**src/hw/rtl/pvm_pkg.sv**
```systemverilog
// Shared constants, types and command codes of the PCM voice mixer.
package pvm_pkg;
	localparam int NUM_VOICES       = 16;
	localparam int NUM_SOUNDS       = 16;
	localparam int SAMPLE_MEM_DEPTH = 65536;
	localparam int VW  = $clog2(NUM_VOICES);
	localparam int SW  = 4;
	localparam int AW  = $clog2(SAMPLE_MEM_DEPTH);
	localparam int LW  = 17;
	localparam int FLW = 10;
	localparam int ACCW = 16 + VW + 1;

	localparam logic [2:0] OP_TICK    = 3'd0;
	localparam logic [2:0] OP_PLAY    = 3'd1;
	localparam logic [2:0] OP_STOP    = 3'd2;
	localparam logic [2:0] OP_RELEASE = 3'd3;
	localparam logic [2:0] OP_WRITE   = 3'd4;
	localparam logic [2:0] OP_DEFINE  = 3'd5;

	localparam logic [1:0] ST_OK   = 2'd0;
	localparam logic [1:0] ST_FULL = 2'd1;
	localparam logic [1:0] ST_BUSY = 2'd2;

	// Commands from the controller to the datapath.
	typedef struct packed {
		logic tick_begin;   // latch frame flags, clear accumulator
		logic voice_step;   // issue memory read for voice in voice_idx
		logic voice_acc;    // accumulate read data of previous voice
		logic tick_end;     // frame bookkeeping and frees
		logic do_cmd;       // execute a non-tick command
		logic [VW-1:0] voice_idx;
		logic acc_valid;
		logic [VW-1:0] acc_idx;
	} pvm_cmd_t;

	typedef struct packed {
		logic mid_frame;
	} pvm_stat_t;
endpackage

```
**src/hw/rtl/pvm_ctrl.sv**
```systemverilog
// Controller that sequences one command or a tick across all voices.
module pvm_ctrl import pvm_pkg::*; (
	input  logic      clk,
	input  logic      arst_n,
	input  logic      start,
	input  logic [2:0] opcode,
	input  pvm_stat_t stat,
	output pvm_cmd_t  cmd,
	output logic      busy,
	output logic      done,
	output logic      is_tick
);
	typedef enum logic [4:0] {
		S_IDLE = 5'b00001,
		S_CMD  = 5'b00010,
		S_RUN  = 5'b00100,
		S_END  = 5'b01000,
		S_OUT  = 5'b10000
	} state_t;

	state_t state_q;
	logic [VW:0] cnt_q;
	logic [2:0]  op_q;
	logic        acc_pend_q;

	assign busy = (state_q != S_IDLE);

	always_comb begin
		cmd = '0;
		cmd.voice_idx = cnt_q[VW-1:0];
		cmd.tick_begin = (state_q == S_IDLE) && start && opcode == OP_TICK;
		cmd.voice_step = (state_q == S_RUN) && (cnt_q < (VW+1)'(NUM_VOICES));
		cmd.voice_acc  = acc_pend_q;
		cmd.acc_valid  = acc_pend_q;
		cmd.acc_idx    = '0;
		cmd.tick_end   = (state_q == S_END);
		cmd.do_cmd     = (state_q == S_CMD);
	end

	always_ff @(posedge clk or negedge arst_n) begin
		if (!arst_n) begin
			state_q <= S_IDLE;
			cnt_q   <= '0;
			op_q    <= OP_TICK;
			acc_pend_q <= 1'b0;
			done    <= 1'b0;
			is_tick <= 1'b0;
		end else begin
			done <= 1'b0;
			acc_pend_q <= cmd.voice_step;
			unique case (state_q)
				S_IDLE: if (start) begin
					op_q  <= opcode;
					cnt_q <= '0;
					state_q <= (opcode == OP_TICK) ? S_RUN : S_CMD;
				end
				S_CMD: begin
					is_tick <= 1'b0;
					state_q <= S_OUT;
				end
				S_RUN: begin
					if (cnt_q < (VW+1)'(NUM_VOICES)) cnt_q <= cnt_q + (VW+1)'(1);
					else if (!acc_pend_q) state_q <= S_END;
				end
				S_END: begin
					is_tick <= 1'b1;
					state_q <= S_OUT;
				end
				S_OUT: begin
					done    <= 1'b1;
					state_q <= S_IDLE;
				end
				default: state_q <= S_IDLE;
			endcase
		end
	end
	logic unused_stat;
	assign unused_stat = stat.mid_frame & ^op_q;
endmodule

```
**config.mk**
```make
export PLATFORM = sky130hd
export DESIGN_NAME = pvm_ctrl
export DESIGN_NICKNAME = d
export VERILOG_FILES = /design/src/hw/rtl/pvm_pkg.sv /design/src/hw/rtl/pvm_ctrl.sv
export SDC_FILE = /design/constraint.sdc
export NUM_CORES = 1
export LEC_CHECK = 0
export ABC_CLOCK_PERIOD_IN_PS = 2300
export BUFFER_PORTS_ARGS = -buffer_cell sky130_fd_sc_hd__buf_2
export CAP_MARGIN = 20
export CORE_UTILIZATION = 50
export CTS_CLUSTER_DIAMETER = 30
export CTS_CLUSTER_SIZE = 28
export DETAILED_ROUTE_END_ITERATION = 8
export PLACE_DENSITY = 0.87
export SLEW_MARGIN = 20
export SYNTH_ARGS = -nofsm -noshare
export SYNTH_HDL_FRONTEND = slang
export SYNTH_SLANG_ARGS = --single-unit
```
**constraint.sdc**
```tcl
create_clock -name clk -period 2.3 [get_ports clk]
set_input_delay 0.23 -clock clk [delete_from_list [all_inputs] [get_ports clk]]
set_output_delay 0.23 -clock clk [all_outputs]
set_load 0.1 [all_outputs]
```
==> results of run 1 <==
[worst min-delay path by stage]
stage | endpoint | cells past startpoint | start | slack [ns]
final | state_q[1]$_DFFE_PN0P_ | 3 | opcode[2] | 0.21
after global routing | state_q[1]$_DFFE_PN0P_ | 3 | opcode[2] | 0.20
after CTS | state_q[1]$_DFFE_PN0P_ | 3 | opcode[2] | 0.21
after detailed placement | done$_DFF_PN0_ | 1 | arst_n | 0.13
after global placement | done$_DFF_PN0_ | 1 | arst_n | 0.13
after floorplan | acc_pend_q$_DFF_PN0_ | 0 | arst_n | -0.07
[layer usage]
| metal | share of wire | track usage | up-vias |
|---|---|---|---|
| met4 | 0.012 | 0.100 | 0 |
| met3 | 0.048 | 0.0500 | 2 |
| met2 | 0.47 | 0.298 | 17 |
| li1 | - | - | 283 |
| met5 | 0 | 0 | - |
| met1 | 0.47 | 0.237 | 267 |
[cells in the mapped netlist]
cell type,count,share of area
dfrtp_1,12,0.41
buf_4,10,0.10
nor3_1,6,0.041
inv_1,4,0.020
nand2_1,4,0.020
nor2b_1,3,0.026
and3_1,2,0.017
and3b_1,2,0.024
nand2b_1,2,0.017
nor2_1,2,0.010
o21a_1,2,0.020
o21ai_0,2,0.014
or4_1,2,0.020
a21o_1,1,0.010
a21o_2,1,0.012
a22o_1,1,0.012
and3_2,1,0.010
clkbuf_1,1,0.0051
conb_1,1,0.0051
dfstp_2,1,0.036
ha_1,1,0.017
mux2_2,1,0.015
nand3_1,1,0.0068
nand3b_1,1,0.010
nand4_1,1,0.0085
nand4b_1,1,0.012
nor3b_1,1,0.010
o211ai_2,1,0.017
o21ai_1,1,0.0068
o21bai_1,1,0.010
o221ai_1,1,0.012
o311ai_0,1,0.012
or3_4,1,0.015
or4b_1,1,0.014
[sequential cells by signal, indices dropped and copies added, names as in the netlist]
| name | cells |
|---|---|
| acc_pend_q | 1 |
| cnt_q | 5 |
| done | 1 |
| is_tick | 1 |
| state_q | 5 |
[worst reg2reg max path, delay by kind of cell (launching register included)]
kind / cells / cell delay (ns)
AOI/OAI and AO/OA: 1 / 0.07
DFF: 1 / 0.46
and+or+nand+nor: 2 / 0.98
[power groups by stage]
| stage | registers (mW) | clock network (mW) | logic [mW] |
|---|---|---|---|
| 2_1_floorplan | 0.356 | 0 | 0.345 |
| 3_3_place_gp | 0.313 | 0 | 0.445 |
| 3_5_place_dp | 0.316 | 0 | 0.451 |
| 4_1_cts | 0.311 | 0.143 | 0.453 |
| 5_1_grt | 0.320 | 0.152 | 0.478 |
| 6_report | 0.311 | 0.136 | 0.452 |
[metrics by stage]
step                power [mW]  worst slack (ns)
CTS                      0.907             0.167
finish                   0.899             0.173
global route             0.949            0.0875
detailed placement       0.767             0.466
floorplan                0.701             0.186
global placement         0.758             0.477
[logic make-up after synthesis]
kind of cell | after synthesis | share of synthesized area
simple gates | 31 | 0.263
buf+inv | 15 | 0.128
flops | 13 | 0.445
compound gates | 12 | 0.126
mux | 1 | 0.0154
fa+ha+maj | 1 | 0.0171
other cells | 1 | 0.00511
[final cells by class]
type / count / area (um^2) / area share
Sequential cell: 13 / 327 / 0.392
Inverter: 4 / 15.0 / 0.0180
Clock buffer: 4 / 26.3 / 0.0316
Multi-Input combinational cell: 49 / 338 / 0.406
Tap cell: 15 / 18.8 / 0.0226
Timing Repair Buffer: 20 / 108 / 0.129
==> metrics, run 1 <==
clock network fraction of design power 0.152; Crit path required time approximately 2.1 ns; Final Hold Viols 0; Crit path max-delay family simple AND/OR/NAND/NOR gates; global-route wire length before repair a little under 2 mm; Die Span Y 40.3 um; Horiz. Die Dim 40.3 um; crit-path cells or4b_1 -> nor2_2 -> buf_2; # fillers roughly 110; Core Area roughly 1300 um^2; Num CTS Buffers 3; routability cong. ~0.77; average cell area after synthesis ~9.9 um^2; drt wl/cell roughly 12 um; hold_ws between 0.2 and 0.25 ns; Internal between 400 and 500 uW; Post-CTS Setup Bufs 0; Yosys warnings 0; FF-to-FF Start state_q[4]$_DFFE_PN0P_; dpl cell area between 700 and 800 um^2; sw power roughly 460 uW; R2R setup slack 0.71 ns; r2r endpoint cnt_q[2]$_DFFE_PN0P_; Setup Skew just under 0.01 ns; TritonRoute pass-1 iters 4; Gate power share 0.502; H-tree levels 1; Synth Register Bits 13; post-layout min period between 2 and 2.5 ns; crit share post-route 0.925; Max Fclk approximately 470 MHz; Post-Syn Instances between 70 and 80; gr usage total 0.190; ANT nets after route 0; Cell Area, Synth 733 um^2; # hold bufs at CTS 1; Max IR drop VDD 0.607 mV; Switching Share 0.514; io pins 24; post-synthesis sequential area ratio 0.445; Startpoint Class flop; RSZ-0062 raised after global routing false; slowest CP cell or4b_1; vias in the first global route roughly 460; # placed instances 100; crit path from state_q[2]$_DFFE_PN0P_; Finished Layout Cells 105; n_diodes 0; commonest non-fill, non-tap cell in the layout buf_2; CTS resizes 0; Final HPWL DP just over 900 um; CP endpoint cmd[10]; status finished, final reports clean; slowest stage delay, CP just over 0.6 ns; die area between 1500 and 2000 um^2; clk sinks 13; GR Overflow Total 0; layout cells sized above 1 0.333; IO buf count 18; Synth-to-Final Area Change 13.5%; CP Data Arrival Time between 1.5 and 2 ns; worst-path fanout max 10; max-slew violation count 0; R2R cell count 3; PD cells between 1000 and 1500 nW/um^2; routed vias between 500 and 600; CTS max path bufs 2; Initial Util 0.550; Flop pwr share 0.346; # setup viols final 0; Site Rows 13; largest net degree at the start of global routing 14; Worst-Skew Late Latency about 0.27 ns; maxcap violations 0; Min-Delay Path Class in -> reg; drt via density roughly 5.4; setup TNS 0 ns; Leak between 0.4 and 0.5 nW; most frequent cells in the layout buf_2, dfrtp_1, nor3_1; CTS Root Cell clkbuf_4; Reg clk slew, reported paths roughly 0.08 ns; Synth cell types 34; Post-Route WL between 1 and 1.5 mm; Post-route DRC 0; critical path buffer and inverter count 1; CP Capture Type output pin; nets 99; cell depth of the worst setup path 3; initial DRC count 23; Finished Core Util 0.624; initial antenna violation count 0; final instance area approximately 830 um^2; Setup Crit Path Kind reg -> out; CTS tree built
Note: power is estimated with default switching activity, not from simulation.
==> inputs of run 2 (changes only) <==
ABC_CLOCK_PERIOD_IN_PS = 2550   (was 2300)
CAP_MARGIN = 5   (was 20)
clock period = 2.55 ns   (was 2.3 ns; I/O delays follow)
==> metrics, run 2 (synthesized netlist as in run 1, its figures left out) <==
Startpoint Class flop; TritonRoute pass-1 iters 4 (unchanged); status finished, final reports clean; Final WS setup 0.332 ns (+0.159 ns); cell depth of the worst setup path 3 (unchanged); routed vias 556 (-2.3%); global-route wire length before repair 1.87 mm (-5.6%); GR Overflow Total 0 (unchanged); Core Area 1330 um^2 (unchanged); Switching Share 0.512 (-0.00158); drt via density 5.30 (-2.3%); Synth-to-Final Area Change 12.6%; GR Util met1 0.241 (+0.00445); Die Span Y 40.3 um (unchanged); drt wl/cell 11.9 um (+0.40%); commonest non-fill, non-tap cell in the layout buf_2; Min-Delay Path Class in -> reg; die area 1620 um^2 (unchanged); Finished Core Util 0.619 (-0.00469); CTS Root Cell clkbuf_4; CTS max path bufs 2 (unchanged); Final Hold Viols 0 (unchanged); H-tree levels 1 (unchanged); slowest stage delay, CP 0.50 ns (-0.11 ns); Final HPWL DP 921 um (-0.87%); critical path buffer and inverter count 1 (unchanged); maxcap violations 0 (unchanged); Worst-Skew Late Latency 0.27 ns (about the same); R2R cell count 3 (unchanged); CP Data Arrival Time 1.96 ns (+0.06 ns); Initial Util 0.550 (unchanged); clk sinks 13 (unchanged); initial DRC count 13 (-43%); crit path from state_q[4]$_DFFE_PN0P_; met3 capacity usage during global routing 0.0333 (-0.0167); initial antenna violation count 0 (unchanged); grt met2 use 0.262 (-0.0363); IO buf count 18 (unchanged); sw power 413 uW (-10%); PD cells 977 nW/um^2 (-9.5%); post-layout min period 2.22 ns; layout cells sized above 1 0.333 (unchanged); io pins 24 (unchanged); dpl ws 0.693 ns (+0.227 ns); most frequent cells in the layout buf_2, dfrtp_1, nor3_1; Num CTS Buffers 3 (unchanged); n_diodes 0 (unchanged); nets 99 (unchanged); crit-path cells or3_4 -> nor3_2 -> buf_2; setup TNS 0 ns (unchanged); Post-Route WL 1.25 mm (+0.40%); CP Capture Type output pin; Reg clk slew, reported paths 0.08 ns (about the same); vias in the first global route 443 (-4.3%); top flop regs cnt_q x5, state_q x5; Internal 394 uW (-9.9%); Setup Crit Path Kind reg -> out; Min-Delay Startpoint opcode[2]; R2R setup slack 0.99 ns (+0.28 ns); slowest CP cell buf_2; largest net degree at the start of global routing 14 (unchanged); ANT nets after route 0 (unchanged); r2r endpoint cnt_q[2]$_DFFE_PN0P_; max-slew violation count 0 (unchanged); # setup viols final 0 (unchanged); GR peak layer met2; FF-to-FF Start state_q[4]$_DFFE_PN0P_; worst-path fanout max 7 (-3); crit share post-route 0.870; Max Fclk ~450 MHz; Crit path max-delay family simple AND/OR/NAND/NOR gates; RSZ-0062 raised after global routing false; Gate power share 0.501 (about the same); Post-route DRC 0 (unchanged); gr usage total 0.181 (-0.00878); Horiz. Die Dim 40.3 um (unchanged); Site Rows 13 (unchanged); hold-critical path depth 3 (unchanged); CP endpoint cmd[12]; Max IR drop VDD 0.632 mV (+4.1%); routability cong. 0.781 (+1.8%); Setup Skew 0.00240 ns (-0.00752 ns); Leak 0.442 nW (+0.94%); clock network fraction of design power 0.152 (about the same); CTS tree built; Crit path required time 2.30 ns (+0.23 ns); Flop pwr share 0.347 (about the same)
==> run 2: cell counts in the layout (fill, tap and decap cells not counted) <==
Identical to the previous run, type by type.
==> run 2: area by class of cell <==
type	count	area (um^2)
Fill cell	107	508
Inverter	4	15.0
Multi-Input combinational cell	49	332
Timing Repair Buffer	20	108
Tap cell	15	18.8
Sequential cell	13	327
Clock buffer	4	26.3
==> run 2: worst min path at each step <==
stage | to | slack (ns)
2_1_floorplan | acc_pend_q$_DFF_PN0_ | -0.04
3_3_place_gp | cnt_q[3]$_DFFE_PN0P_ | 0.15
3_5_place_dp | cnt_q[3]$_DFFE_PN0P_ | 0.15
4_1_cts | state_q[1]$_DFFE_PN0P_ | 0.23
5_1_grt | state_q[1]$_DFFE_PN0P_ | 0.23
6_report | state_q[1]$_DFFE_PN0P_ | 0.23
==> run 2: tightest hold or removal path: cells and delay by family <==
kind	cells	cell delay (ns)
buf+inv	1	0.08
simple gates	2	0.13
==> run 2: layer usage <==
metal,share of wire,up-vias
li1,-,286
met1,0.48,251
met2,0.47,17
met3,0.039,2
met4,0.012,0
met5,0,-
==> run 2: repair_timing <==
item                                   4_1_cts  5_1_grt
hold buffers                                 1        0
gates resized for setup                      0        0
setup buffers                                0        0
endpoints found under the hold margin       12        0
==> run 2: power by group through the flow <==
stage	combinational, mW	sequential [mW]	clock, mW
CTS	0.406	0.280	0.129
finish	0.404	0.280	0.123
floorplan	0.308	0.321	0
global route	0.429	0.289	0.141
detailed placement	0.403	0.284	0
global placement	0.398	0.283	0
==> run 2: through the flow <==
| stage | std cells | instance area (um^2) | power [mW] | hold WS [ns] |
|---|---|---|---|---|
| 6_report | 105 | 826 | 0.807 | 0.232 |
| 5_1_grt | 105 | 826 | 0.859 | 0.230 |
| 4_1_cts | 105 | 826 | 0.814 | 0.229 |
| 3_5_place_dp | 100 | 790 | 0.687 | 0.154 |
| 3_3_place_gp | 100 | 790 | 0.681 | 0.150 |
| 2_1_floorplan | 77 | 752 | 0.629 | -0.0406 |
==> inputs of run 3 (changes only) <==
RECOVER_POWER = 50   (was not set)
==> metrics, run 3 (synthesized netlist as in run 1, its figures left out) <==
Slew headroom 0.233; maxcap violations 0 (unchanged); Core Area 1330 um^2 (unchanged); # setup viols final 0 (unchanged); Crit path required time 2.30 ns (about the same); global-route wire length before repair 1.87 mm (unchanged); io pins 24 (unchanged); IO buf count 18 (unchanged); routed vias 556 (unchanged); initial antenna violation count 0 (unchanged); Startpoint Class flop; Tightest Pin Transition ~1.2 ns; commonest non-fill, non-tap cell in the layout buf_2; CP Data Arrival Time 1.96 ns (about the same); Final Hold Viols 0 (unchanged); max-slew violation count 0 (unchanged); Site Rows 13 (unchanged); setup TNS 0 ns (unchanged); CP Capture Type output pin; Setup Crit Path Kind reg -> out; routability cong. 0.781 (unchanged); top flop regs cnt_q x5, state_q x5; nets 99 (unchanged); initial DRC count 13 (unchanged); post-layout min period 2.22 ns (-0.0000590 ns); layout cells sized above 1 0.300 (-0.0333); clk sinks 13 (unchanged); PD cells 977 nW/um^2 (about the same); drt wl/cell 11.9 um (about the same); Leak 0.434 nW (-1.8%); Max Fclk 451 MHz (about the same); # fillers 109 (+1.9%); Die Span Y 40.3 um (unchanged); worst-path fanout max 7 (unchanged); crit share post-route 0.870 (about the same); status finished, final reports clean; die area 1620 um^2 (unchanged); H-tree levels 1 (unchanged); Reg clk slew, reported paths 0.08 ns (about the same); Post-route DRC 0 (unchanged); RSZ-0062 raised after global routing false; largest net degree at the start of global routing 14 (unchanged); ANT nets after route 0 (unchanged); vias in the first global route 443 (unchanged); GR Overflow Total 0 (unchanged); most frequent cells in the layout buf_2, dfrtp_1, nor3_1; Horiz. Die Dim 40.3 um (unchanged); Synth-to-Final Area Change 12.3%; dpl cell area 790 um^2 (unchanged); Min-Delay Path Class in -> reg; hold_ws 0.232 ns (+0.0000470 ns); TritonRoute pass-1 iters 4 (unchanged); CTS resizes 0 (unchanged); Post-Route WL 1.25 mm (about the same); Setup Skew 0.00236 ns (-0.0000395 ns); Final HPWL DP 921 um (unchanged); Worst-Skew Late Latency 0.27 ns (about the same); Max IR drop VDD 0.629 mV (-0.55%); CTS Root Cell clkbuf_4; CTS tree built; CTS max path bufs 2 (unchanged); Initial Util 0.550 (unchanged); Num CTS Buffers 3 (unchanged); drt via density 5.30 (unchanged); gr usage total 0.181 (unchanged); final instance area 823 um^2 (-0.30%); n_diodes 0 (unchanged)
==> run 3: cell types whose count changed in the layout (fill, tap and decap cells not counted), sizes merged <==
cell / before / now
buf: 19 / 17
clkbuf: 4 / 6
==> run 3: final timing paths <==
path                                   startpoint                endpoint  slack [ns]  cells past startpoint
hold / removal                          opcode[2]  state_q[1]$_DFFE_PN0P_        0.23                      3
setup / recovery           state_q[4]$_DFFE_PN0P_                 cmd[12]        0.33                      3
hold reg to reg               is_tick$_DFFE_PN0P_     is_tick$_DFFE_PN0P_        0.47                      1
max in group asynchronous                  arst_n    cnt_q[4]$_DFFE_PN0P_        1.57                      2
setup reg to reg           state_q[4]$_DFFE_PN0P_    cnt_q[2]$_DFFE_PN0P_        0.99                      3
min in group asynchronous                  arst_n    cnt_q[3]$_DFFE_PN0P_        0.54                      2
==> run 3: critical path, stage by stage (launching register included) <==
cell	delay, ns
dfrtp_1	0.46
or3_4	0.44
nor3_2	0.30
buf_2	0.50
==> run 3: area by class of cell <==
| class | instances | area (um^2) | share of cell area |
|---|---|---|---|
| multi-input combinational | 49 | 332 | 0.403 |
| sequential | 13 | 327 | 0.397 |
| timing repair buffer | 20 | 105 | 0.128 |
| clock buffer | 4 | 26.3 | 0.0319 |
| tap | 15 | 18.8 | 0.0228 |
| inverter | 4 | 15.0 | 0.0182 |
==> run 3: what timing repair did <==
item / 4_1_cts / 5_1_grt
setup buffers: 0 / 0
hold buffers: 1 / 0
hold endpoints to repair: 12 / 0
==> run 3: layer usage <==
layer | wire length, um | share of wire | up-vias | GRT usage
li1 | - | - | 286 | -
met1 | 599 | 0.48 | 251 | 0.241
met2 | 581 | 0.47 | 17 | 0.262
met3 | 50 | 0.040 | 2 | 0.0333
met4 | 15 | 0.012 | 0 | 0.125
met5 | 0 | 0 | - | 0
==> run 3: power by group <==
part / internal (mW) / switching (mW) / leakage, nW / total [mW]
logic: 0.0923 / 0.312 / 0.244 / 0.404
clock network: 0.0605 / 0.0623 / 0.0150 / 0.123
registers: 0.238 / 0.0395 / 0.176 / 0.277
total: 0.391 / 0.413 / 0.434 / 0.804
==> run 3: metrics by stage <==
| step | std cells | utilization | setup slack, ns | total power [mW] |
|---|---|---|---|---|
| 6_report | 105 | 0.617 | 0.332 | 0.804 |
| 5_1_grt | 105 | 0.617 | 0.260 | 0.856 |
| 4_1_cts | 105 | 0.619 | 0.361 | 0.814 |
| 3_5_place_dp | 100 | 0.592 | 0.693 | 0.687 |
| 3_3_place_gp | 100 | 0.592 | 0.702 | 0.681 |
| 2_1_floorplan | 77 | - | 0.0305 | 0.629 |
